<file path="src/amd_pkg.sv">
// shared types and constants for the accelerometer magnitude motion detector
package amd_pkg;

  // fixed field widths and constants
  localparam int MAG_W             = 16;
  localparam int SUM_W             = 32;
  localparam int THRESH_W          = 16;
  localparam int ROOT_STEPS        = 16;
  localparam int SQ_LAST           = 3;
  localparam int ONE_G             = 16384;
  localparam int FRACTION_BITS_DEF = 8;
  localparam logic [THRESH_W-1:0] THRESH_RESET = 16'd3277;

  // step count of the two-step divide by five
  localparam int DIV_STEPS         = 2;

  // controller states
  typedef enum logic [2:0] {
    ST_IDLE,
    ST_SQUARE,
    ST_ROOT,
    ST_PREP,
    ST_DIV,
    ST_DONE
  } state_t;

  // axis select for the shared squarer
  typedef enum logic [1:0] {
    AXIS_X,
    AXIS_Y,
    AXIS_Z
  } axis_t;

  // configuration register indexes
  typedef enum logic {
    REG_ENABLE    = 1'b0,
    REG_THRESHOLD = 1'b1
  } cfg_reg_t;

  // controller to datapath commands
  typedef struct packed {
    logic  accept;
    logic  sq_mul;
    logic  sq_acc;
    axis_t axis;
    logic  root_step;
    logic  div_load;
    logic  div_step;
    logic  finish;
  } cmd_t;

  // datapath to controller status
  typedef struct packed {
    logic enabled;
    logic started;
    logic out_busy;
  } status_t;

endpackage

</file>
<file path="src/amd_ctrl.sv">
// controller state machine sequencing squaring, square root and smoothing division
module amd_ctrl import amd_pkg::*; (
  input  logic    clk,
  input  logic    rst,
  input  logic    sample_valid,
  output logic    sample_ready,
  input  status_t status,
  output cmd_t    cmd
);

  localparam int MAX_STEPS = (DIV_STEPS > ROOT_STEPS) ? DIV_STEPS : ROOT_STEPS;
  localparam int CNT_W     = $clog2(MAX_STEPS);

  state_t             state;
  state_t             state_next;
  logic [CNT_W-1:0]   cnt;

  // state and step counter
  always_ff @(posedge clk) begin
    if (rst) begin
      state <= ST_IDLE;
      cnt   <= '0;
    end else begin
      state <= state_next;
      if (state_next != state) begin
        cnt <= '0;
      end else begin
        cnt <= cnt + 1'b1;
      end
    end
  end

  // next state
  always_comb begin
    state_next = state;
    unique case (state)
      ST_IDLE: begin
        if (sample_valid) begin
          state_next = status.enabled ? ST_SQUARE : ST_DONE;
        end
      end
      ST_SQUARE: begin
        if (cnt == CNT_W'(SQ_LAST)) begin
          state_next = ST_ROOT;
        end
      end
      ST_ROOT: begin
        if (cnt == CNT_W'(ROOT_STEPS - 1)) begin
          state_next = status.started ? ST_PREP : ST_DONE;
        end
      end
      ST_PREP: begin
        state_next = ST_DIV;
      end
      ST_DIV: begin
        if (cnt == CNT_W'(DIV_STEPS - 1)) begin
          state_next = ST_DONE;
        end
      end
      ST_DONE: begin
        if (!status.out_busy) begin
          state_next = ST_IDLE;
        end
      end
      default: state_next = ST_IDLE;
    endcase
  end

  // command outputs
  always_comb begin
    cmd          = '0;
    cmd.axis     = AXIS_X;
    sample_ready = 1'b0;
    unique case (state)
      ST_IDLE: begin
        sample_ready = 1'b1;
        cmd.accept   = sample_valid;
      end
      ST_SQUARE: begin
        cmd.sq_mul = (cnt < CNT_W'(SQ_LAST));
        cmd.sq_acc = (cnt != '0);
        if (cnt == '0) begin
          cmd.axis = AXIS_X;
        end else if (cnt == CNT_W'(1)) begin
          cmd.axis = AXIS_Y;
        end else begin
          cmd.axis = AXIS_Z;
        end
      end
      ST_ROOT: begin
        cmd.root_step = 1'b1;
      end
      ST_PREP: begin
        cmd.div_load = 1'b1;
      end
      ST_DIV: begin
        cmd.div_step = 1'b1;
      end
      ST_DONE: begin
        cmd.finish = !status.out_busy;
      end
      default: cmd = '0;
    endcase
  end

endmodule

</file>
<file path="src/amd_dp.sv">
// datapath: config registers, squarer, bit-serial root, reciprocal divide by five, result register
module amd_dp import amd_pkg::*; #(
  parameter int FRACTION_BITS = FRACTION_BITS_DEF
) (
  input  logic                       clk,
  input  logic                       rst,
  input  logic                       cfg_valid,
  input  logic [0:0]                 cfg_index,
  input  logic [THRESH_W-1:0]        cfg_data,
  input  logic signed [MAG_W-1:0]    accel_x,
  input  logic signed [MAG_W-1:0]    accel_y,
  input  logic signed [MAG_W-1:0]    accel_z,
  input  cmd_t                       cmd,
  output status_t                    status,
  output logic                       result_valid,
  input  logic                       result_ready,
  output logic                       valid_res,
  output logic [MAG_W-1:0]           filtered_magnitude,
  output logic [MAG_W-1:0]           deviation_from_one_g,
  output logic                       motion
);

  localparam int SW       = MAG_W + FRACTION_BITS;
  localparam int SUM_BITS = SW + 3;
  localparam int LO_W     = 16;
  localparam int HI_W     = SUM_BITS - LO_W;
  localparam int PART_W   = ((HI_W > LO_W) ? HI_W : LO_W) + 1;
  localparam int PROD_W   = 2 * PART_W;
  localparam int HI_MUL   = ((1 << LO_W) - 1) / 5;
  localparam int RECIP_SH = PART_W + 2;
  localparam int RECIP    = ((1 << RECIP_SH) + 4) / 5;

  logic                 enabled;
  logic [THRESH_W-1:0]  threshold;
  logic [SW-1:0]        smoothed;
  logic                 started;

  logic [MAG_W-1:0]     abs_x;
  logic [MAG_W-1:0]     abs_y;
  logic [MAG_W-1:0]     abs_z;
  logic [MAG_W-1:0]     sq_in;
  logic [SUM_W-1:0]     prod;
  logic [SUM_W-1:0]     rem;
  logic [SUM_W-1:0]     root;
  logic [SUM_W-1:0]     bitpos;
  logic [SUM_W:0]       trial;
  logic [MAG_W-1:0]     mag;

  logic [SUM_BITS-1:0]  dvd;
  logic [SW-1:0]        part_hi;
  logic [PART_W-1:0]    part_sum;
  logic [PROD_W-1:0]    part_prod;
  logic [SW-1:0]        quo;

  logic [SW-1:0]        avg_new;
  logic [SW-1:0]        one_fx;
  logic [SW-1:0]        dev_fx;

  // configuration writes
  always_ff @(posedge clk) begin
    if (rst) begin
      enabled   <= 1'b0;
      threshold <= THRESH_RESET;
    end else if (cfg_valid) begin
      unique case (cfg_reg_t'(cfg_index))
        REG_ENABLE:    enabled   <= cfg_data[0];
        REG_THRESHOLD: threshold <= cfg_data;
        default:       enabled   <= enabled;
      endcase
    end
  end

  // operand select for the squarer
  always_comb begin
    case (cmd.axis)
      AXIS_X:  sq_in = abs_x;
      AXIS_Y:  sq_in = abs_y;
      AXIS_Z:  sq_in = abs_z;
      default: sq_in = abs_x;
    endcase
  end

  assign mag   = root[MAG_W-1:0];
  assign trial = {1'b0, root} + {1'b0, bitpos};

  // sample capture, sum of squares and bit-serial square root
  always_ff @(posedge clk) begin
    if (cmd.accept) begin
      abs_x  <= accel_x[MAG_W-1] ? MAG_W'(-accel_x) : MAG_W'(accel_x);
      abs_y  <= accel_y[MAG_W-1] ? MAG_W'(-accel_y) : MAG_W'(accel_y);
      abs_z  <= accel_z[MAG_W-1] ? MAG_W'(-accel_z) : MAG_W'(accel_z);
      rem    <= '0;
      root   <= '0;
      bitpos <= SUM_W'(1) << (SUM_W - 2);
    end else begin
      if (cmd.sq_mul) begin
        prod <= SUM_W'(sq_in) * SUM_W'(sq_in);
      end
      if (cmd.sq_acc) begin
        rem <= rem + prod;
      end
      if (cmd.root_step) begin
        if ({1'b0, rem} >= trial) begin
          rem  <= rem - trial[SUM_W-1:0];
          root <= (root >> 1) + bitpos;
        end else begin
          root <= root >> 1;
        end
        bitpos <= bitpos >> 2;
      end
    end
  end

  // folded low part times the reciprocal of five
  assign part_prod = PROD_W'(part_sum) * PROD_W'(RECIP);

  // smoothing division by five: 2^16 = 5 * 13107 + 1 folds the upper part into the
  // lower one, the small folded sum goes through a reciprocal multiply; two steps settle
  always_ff @(posedge clk) begin
    if (cmd.div_load) begin
      dvd <= (SUM_BITS'(smoothed) << 2) + (SUM_BITS'(mag) << FRACTION_BITS);
    end else if (cmd.div_step) begin
      part_hi  <= SW'(dvd[SUM_BITS-1:LO_W]) * SW'(HI_MUL);
      part_sum <= PART_W'(dvd[SUM_BITS-1:LO_W]) + PART_W'(dvd[LO_W-1:0]);
      quo      <= part_hi + SW'(part_prod >> RECIP_SH);
    end
  end

  // new average and distance from one g
  always_comb begin
    avg_new = started ? quo : (SW'(mag) << FRACTION_BITS);
    one_fx  = SW'(ONE_G) << FRACTION_BITS;
    dev_fx  = (avg_new >= one_fx) ? (avg_new - one_fx) : (one_fx - avg_new);
  end

  // filter state update
  always_ff @(posedge clk) begin
    if (rst) begin
      smoothed <= '0;
      started  <= 1'b0;
    end else if (cmd.finish && enabled) begin
      smoothed <= avg_new;
      started  <= 1'b1;
    end
  end

  // result register
  always_ff @(posedge clk) begin
    if (rst) begin
      result_valid <= 1'b0;
    end else if (cmd.finish) begin
      result_valid <= 1'b1;
    end else if (result_ready) begin
      result_valid <= 1'b0;
    end
  end

  always_ff @(posedge clk) begin
    if (cmd.finish) begin
      if (enabled) begin
        valid_res            <= 1'b1;
        filtered_magnitude   <= MAG_W'(avg_new >> FRACTION_BITS);
        deviation_from_one_g <= MAG_W'(dev_fx >> FRACTION_BITS);
        motion               <= (dev_fx > (SW'(threshold) << FRACTION_BITS));
      end else begin
        valid_res            <= 1'b0;
        filtered_magnitude   <= '0;
        deviation_from_one_g <= '0;
        motion               <= 1'b0;
      end
    end
  end

  // status back to the controller
  assign status.enabled  = enabled;
  assign status.started  = started;
  assign status.out_busy = result_valid && !result_ready;

endmodule

</file>
<file path="src/accel_magnitude_motion_detector_core.sv">
// Accelerometer magnitude motion detector top level.
// A sample passes through squaring, the bit-serial square root, the sum, the divide-by-five
// and the filter update before its result is valid; the first sample after reset skips the
// divide, a disabled sample goes straight to the result, and a stalled result adds its wait.
// No new sample is taken until the last one is through; the bit-serial root is the longest step.
// Reset: filter average and started flag cleared, sensor disabled, threshold 3277.
module accel_magnitude_motion_detector_core import amd_pkg::*; #(
  parameter int FRACTION_BITS = FRACTION_BITS_DEF
) (
  input  logic                    clk,
  input  logic                    rst,
  input  logic                    cfg_valid,
  output logic                    cfg_ready,
  input  logic [0:0]              cfg_index,
  input  logic [THRESH_W-1:0]     cfg_data,
  input  logic                    sample_valid,
  output logic                    sample_ready,
  input  logic signed [MAG_W-1:0] accel_x,
  input  logic signed [MAG_W-1:0] accel_y,
  input  logic signed [MAG_W-1:0] accel_z,
  output logic                    result_valid,
  input  logic                    result_ready,
  output logic                    valid_res,
  output logic [MAG_W-1:0]        filtered_magnitude,
  output logic [MAG_W-1:0]        deviation_from_one_g,
  output logic                    motion
);

  cmd_t    cmd;
  status_t status;

  // configuration writes are always taken
  assign cfg_ready = 1'b1;

  // sequencing
  amd_ctrl u_ctrl (
    .clk          (clk),
    .rst          (rst),
    .sample_valid (sample_valid),
    .sample_ready (sample_ready),
    .status       (status),
    .cmd          (cmd)
  );

  // arithmetic and storage
  amd_dp #(
    .FRACTION_BITS (FRACTION_BITS)
  ) u_dp (
    .clk                  (clk),
    .rst                  (rst),
    .cfg_valid            (cfg_valid),
    .cfg_index            (cfg_index),
    .cfg_data             (cfg_data),
    .accel_x              (accel_x),
    .accel_y              (accel_y),
    .accel_z              (accel_z),
    .cmd                  (cmd),
    .status               (status),
    .result_valid         (result_valid),
    .result_ready         (result_ready),
    .valid_res            (valid_res),
    .filtered_magnitude   (filtered_magnitude),
    .deviation_from_one_g (deviation_from_one_g),
    .motion               (motion)
  );

endmodule
</file>
<file path="config.mk">
export PLATFORM = sky130hd
export DESIGN_NAME = accel_magnitude_motion_detector_core
export DESIGN_NICKNAME = d
export VERILOG_FILES = /design/src/amd_pkg.sv /design/src/amd_ctrl.sv /design/src/amd_dp.sv /design/src/accel_magnitude_motion_detector_core.sv
export SDC_FILE = /design/constraint.sdc
export NUM_CORES = 2
export LEC_CHECK = 0
export ABC_AREA = 0
export BUFFER_PORTS_ARGS = -buffer_cell sky130_fd_sc_hd__buf_2
export CORE_MARGIN = 2
export CORE_UTILIZATION = 59
export DETAILED_ROUTE_END_ITERATION = 8
export PLACE_DENSITY = 0.9
export SETUP_SLACK_MARGIN = 0.05
export SYNTH_ARGS = -nofsm -noshare
export SYNTH_HDL_FRONTEND = slang
export SYNTH_HIERARCHICAL = 1
export SYNTH_SLANG_ARGS = --single-unit
</file>
<file path="constraint.sdc">
create_clock -name clk -period 7.8 [get_ports clk]
set_input_delay 1.17 -clock clk [delete_from_list [all_inputs] [get_ports clk]]
set_output_delay 1.17 -clock clk [all_outputs]
set_load 0.05 [all_outputs]
</file>
# == Word-level counts from Yosys, hierarchy flattened ==
# Cells that the tools add are included.
# totals
register_bits,336
input_bits,70
output_inout_bits,37
elab_cells,102
# classes
addsub,13
multipliers,3
order_cmp,4
eq_ne,11
n_mux,30
bitwise,3
reduce_logical,13
# op_table
op,n
32-bit two-way mux,4
24-bit two-way mux,2
16-bit negator,3
15-bit two-way mux,3
32-bit by 31-bit adder with 33-bit output,1
32-bit by 33-bit greater-or-equal comparator with 1-bit output,1
"17-bit by 16-bit multiplier with 33-bit output, second input constant",1
31-bit by 31-bit adder with 32-bit output,1
32-bit adder,1
16-bit by 16-bit multiplier with 32-bit output,1
16-bit one-hot mux with 2 select lines,1
32-bit subtractor,1
26-bit by 24-bit adder with 27-bit output,1
24-bit by 15-bit adder with 24-bit output,1
"24-bit by 23-bit greater-or-equal comparator with 1-bit output, second input constant",1
24-bit greater-than comparator,1
"11-bit by 14-bit multiplier with 24-bit output, second input constant",1
"23-bit by 24-bit subtractor with 24-bit output, first input constant",1
"24-bit by 23-bit subtractor with 24-bit output, second input constant",1
3-bit two-way mux,7
3-bit one-hot mux with 6 select lines,1
11-bit by 16-bit adder with 17-bit output,1
1-bit two-way mux,9
2-bit AND reduction,4
21 further kinds,28

# == Depth between registers and ports, before layout ==
# logic_depth
depth_word,7
ltp_mapped,37
mapped_depth_nobuf,34

# == Modules after synthesis ==
# Netlist, hierarchy kept.
# modules_own_cells
module,n_inst,cells_each,area_per_inst_um2,seq_area_each_um2
amd_dp,1,3533,33490.9,8528.2
amd_ctrl,1,63,543.0,140.1
accel_magnitude_motion_detector_core,1,2,11.3,0.0

# == Worst setup path before layout ==
# Ideal clock, no wire load.
# synth_path
path_type,register to register
startpoint,register u_ctrl.state[2]
endpoint,"register u_dp.prod[30], data pin"
setup_time_ns,0.195
arrival_time_ns,8.120
required_time_ns,7.605
setup_slack_ns,-0.515
path_stages_with_launch,32
n_path_buf,4
period_less_slack_ns,8.315
cell_sequence,dfxtp_1 > buf_6 > or3b_4 > a21oi_1 > a21boi_0 > ha_1 > clkbuf_1 > clkbuf_1 > a22oi_1 > o21a_1 > inv_1 > clkbuf_1 > nand2_1 > fa_1 > inv_1 > fa_1 > inv_1 > fa_1 > fa_1 > fa_1 > fa_1 > inv_1 > ha_1 > a21o_1 > a21o_1 > a221o_1 > and4_1 > a21oi_1 > a21boi_0 > o31ai_1 > or4b_1 > o311ai_0
# synth_lines
item,line_no,source
"start, declared",amd_ctrl.sv:14,state_t state;
"start signal, assigned",amd_ctrl.sv:24,state <= state_next;
"end signal, assigned",amd_dp.sv:97,prod <= SUM_W'(sq_in) * SUM_W'(sq_in);
"end, declared",amd_dp.sv:42,logic [SUM_W-1:0] prod;

==> flow_summary.ini <==
[sta]
layout_setup_ws_ns = -0.495
max_freq_ghz = 0.121
fin_tns_setup_ns = -3.72
fin_skew_ns = 0.0309
slew_headroom_pct = 16.5
setup_viol = 23
finalCriticalPeriod_ns = 8.30
period_share_pct = 106
timing_hold_violations_final = 0
maxSlewViolCount = 0
rsz0062_at_grt = yes
worst_pin_slew_ns = 1.22

[floorplan]
ios = 107
initial_core_util_pct = 59.3
die_w_um = 244
dieArea_um2 = 59600
core_region_area_um2 = 57400
rows = 88
die_y_um = 244

[logic_synthesis]
netlist_instances = 3598
synth_seq_cells = 332
synthTopCellsByArea = edfxtp_1 18%, ha_1 17%, fa_1 17%, dfxtp_1 7.6%, inv_1 5.8%
synth_fp_nets = 4407
synth_flop_cell = edfxtp_1
avgSynthCellArea_um2 = 9.46
synth-async-reset-ratio_pct = 0
synth_edf_count = 202
yosysUniqueCellTypes = 93
syn_area_um2 = 34000
synth_most_common_cell = inv_1
ys_seq_area_share_pct = 25.5
yosysTopAreaCellShare_pct = 17.8
yosys-top-cells-count = 529 x inv_1, 456 x ha_1, 316 x nor2_1
synth.largest_area_cell = edfxtp_1
yosysWarnings = 6

[clock_tree]
clock_sinks = 332
ctsHtreeMaxLevel = 2
clk_latency_ns = 0.60
clk_pin_slew_worst_paths_ns = 0.07
clk_path_buf_depth = 3
cts_tree = done
cts_root_buf = clkbuf_16
cts_buffers = 39

[placed_design]
portBuffers = 105
dp_hpwl_um = 69400
placed_cell_area_um2 = 36600
gp_congestion = 0.965

[global_route]
antenna_found_initial = 4
grt_pass1_vias = 29700
grt_pass1_wl_um = 152000
grt_use_total_pct = 31.9
grt_max_degree = 82
grt-ovfl-total = 0

[layout]
area_growth_syn_to_layout_pct = 16.0
drive_above_1_share_pct = 16.8
final_nets = 4688
design_area_um2 = 39500

[drt]
drtAntennaViolNets = 0
wl_per_cell_um = 23.1
drt_wl_total_um = 108000
vias_per_cell = 6.52
drt_iter0_markers = 4176
vias = 30500
post-route-drc-count = 0
dr.pass1.iters = 9

[worst_hold_path]
hold_class = reg -> reg

[setup_path]
crit_type = reg -> reg
required_ns = 8.21
crit_fanout = 8
crit_path_max_incr_delay_ns = 0.75
critPathArrivalTime_ns = 8.71
worstSetupStartpointType = register
cp_common_cell = fa_1
crit_slowest_cell = fa_1
endpoint_kind = register

[run_status]
status = finished with violations
violations = setup timing

[flow_run]
drv_cap = 0
==> per-stage QoR <==
step           util (%)  setup slack [ns]  cells  hold slack (ns)
3_3_place_gp       63.8            -0.114   4547            0.409
4_1_cts            67.2            0.0259   4639            0.429
3_5_place_dp       63.8            -0.477   4547            0.415
2_1_floorplan         -            0.0516   3598            0.408
6_report           68.8            -0.495   4677            0.444
5_1_grt            68.8            -0.630   4677            0.454
==> kinds of logic after synthesis <==
logic type | count (synthesis) | share of synthesized area [%]
compound gates | 704 | 13.7
xor+xnor | 264 | 6.81
fa+ha+maj | 739 | 33.4
buf+inv | 639 | 7.15
flops | 332 | 25.5
mux | 60 | 1.82
other cells | 1 | 0.0110
simple gates | 859 | 11.6
==> state kept, by name, summed over array words and instances (netlist names), 24 cells and up <==
signal / count
u_dp/dvd: 25
u_dp/part_hi: 24
u_dp/prod: 31
u_dp/quo: 24
u_dp/rem: 32
u_dp/root: 32
u_dp/smoothed: 24
==> critical path: cells and delay by family (launching register included) <==
kind	cells	cell delay (ns)
compound gates	8	1.68
fa+ha+maj	8	3.80
buf+inv	8	0.80
flops	1	0.32
simple gates	6	1.51
==> layout by cell type (no fill, tap or decap), types with 26 or more instances in the layout <==
| cell type | Yosys | final |
|---|---|---|
| and3_1 | 30 | 26 |
| buf_4 | 3 | 204 |
| nand3_1 | 62 | 61 |
| o21bai_1 | 28 | 27 |
| edfxtp_1 | 202 | 202 |
| o21a_1 | 39 | 29 |
| dfxtp_1 | 130 | 129 |
| nor2_1 | 316 | 297 |
| o31ai_1 | 32 | 30 |
| buf_2 | 12 | 105 |
| clkbuf_16 | 0 | 42 |
| and2_1 | 34 | 32 |
| xor2_1 | 98 | 97 |
| a31oi_1 | 40 | 35 |
| a211oi_1 | 68 | 65 |
| xnor2_1 | 165 | 163 |
| inv_1 | 529 | 497 |
| a21oi_1 | 165 | 149 |
| o21ai_0 | 114 | 99 |
| a21o_1 | 66 | 66 |
| mux2i_1 | 53 | 53 |
| ha_1 | 456 | 430 |
| nand2_1 | 248 | 233 |
| inv_2 | 1 | 31 |
| fa_1 | 283 | 271 |
| nor3_1 | 30 | 30 |
==> cell type report <==
type / instances / area, um^2
Antenna cell: 2 / 5.00
Sequential cell: 332 / 8670
Multi-Input combinational cell: 2627 / 24000
Fill cell: 3472 / 17900
Clock buffer: 55 / 1180
Clock inverter: 17 / 176
Inverter: 539 / 2040
Tap cell: 765 / 957
Timing Repair Buffer: 340 / 2510
==> routing by layer <==
layer / up-vias / track usage, % / routed length (um)
met1: 14400 / 39.1 / 37100
met2: 2429 / 52.9 / 49400
li1: 12900 / - / -
met5: - / 0 / 13
met4: 2 / 16.4 / 8630
met3: 763 / 6.90 / 12900
==> worst paths after layout <==
path	start	end	slack [ns]	cells past startpoint
setup / recovery	u_ctrl/state[2]	u_dp/prod[30]	-0.50	30
setup reg to reg	u_ctrl/state[2]	u_dp/prod[30]	-0.50	30
hold reg to reg	u_dp/smoothed[4]	u_dp/dvd[6]	0.44	0
hold / removal	u_dp/smoothed[4]	u_dp/dvd[6]	0.44	0
==> repair_timing <==
item,in CTS,in global routing
resized for setup,91,178
cloned,3,0
hold endpoints to repair,0,0
pin swaps,37,115
hold buffers,0,0
buffers inserted,17,40
endpoints found under the setup margin,24,30
Power is not shown: default switching activity piles up to over one toggle a cycle in this logic, so the estimate is an artifact.
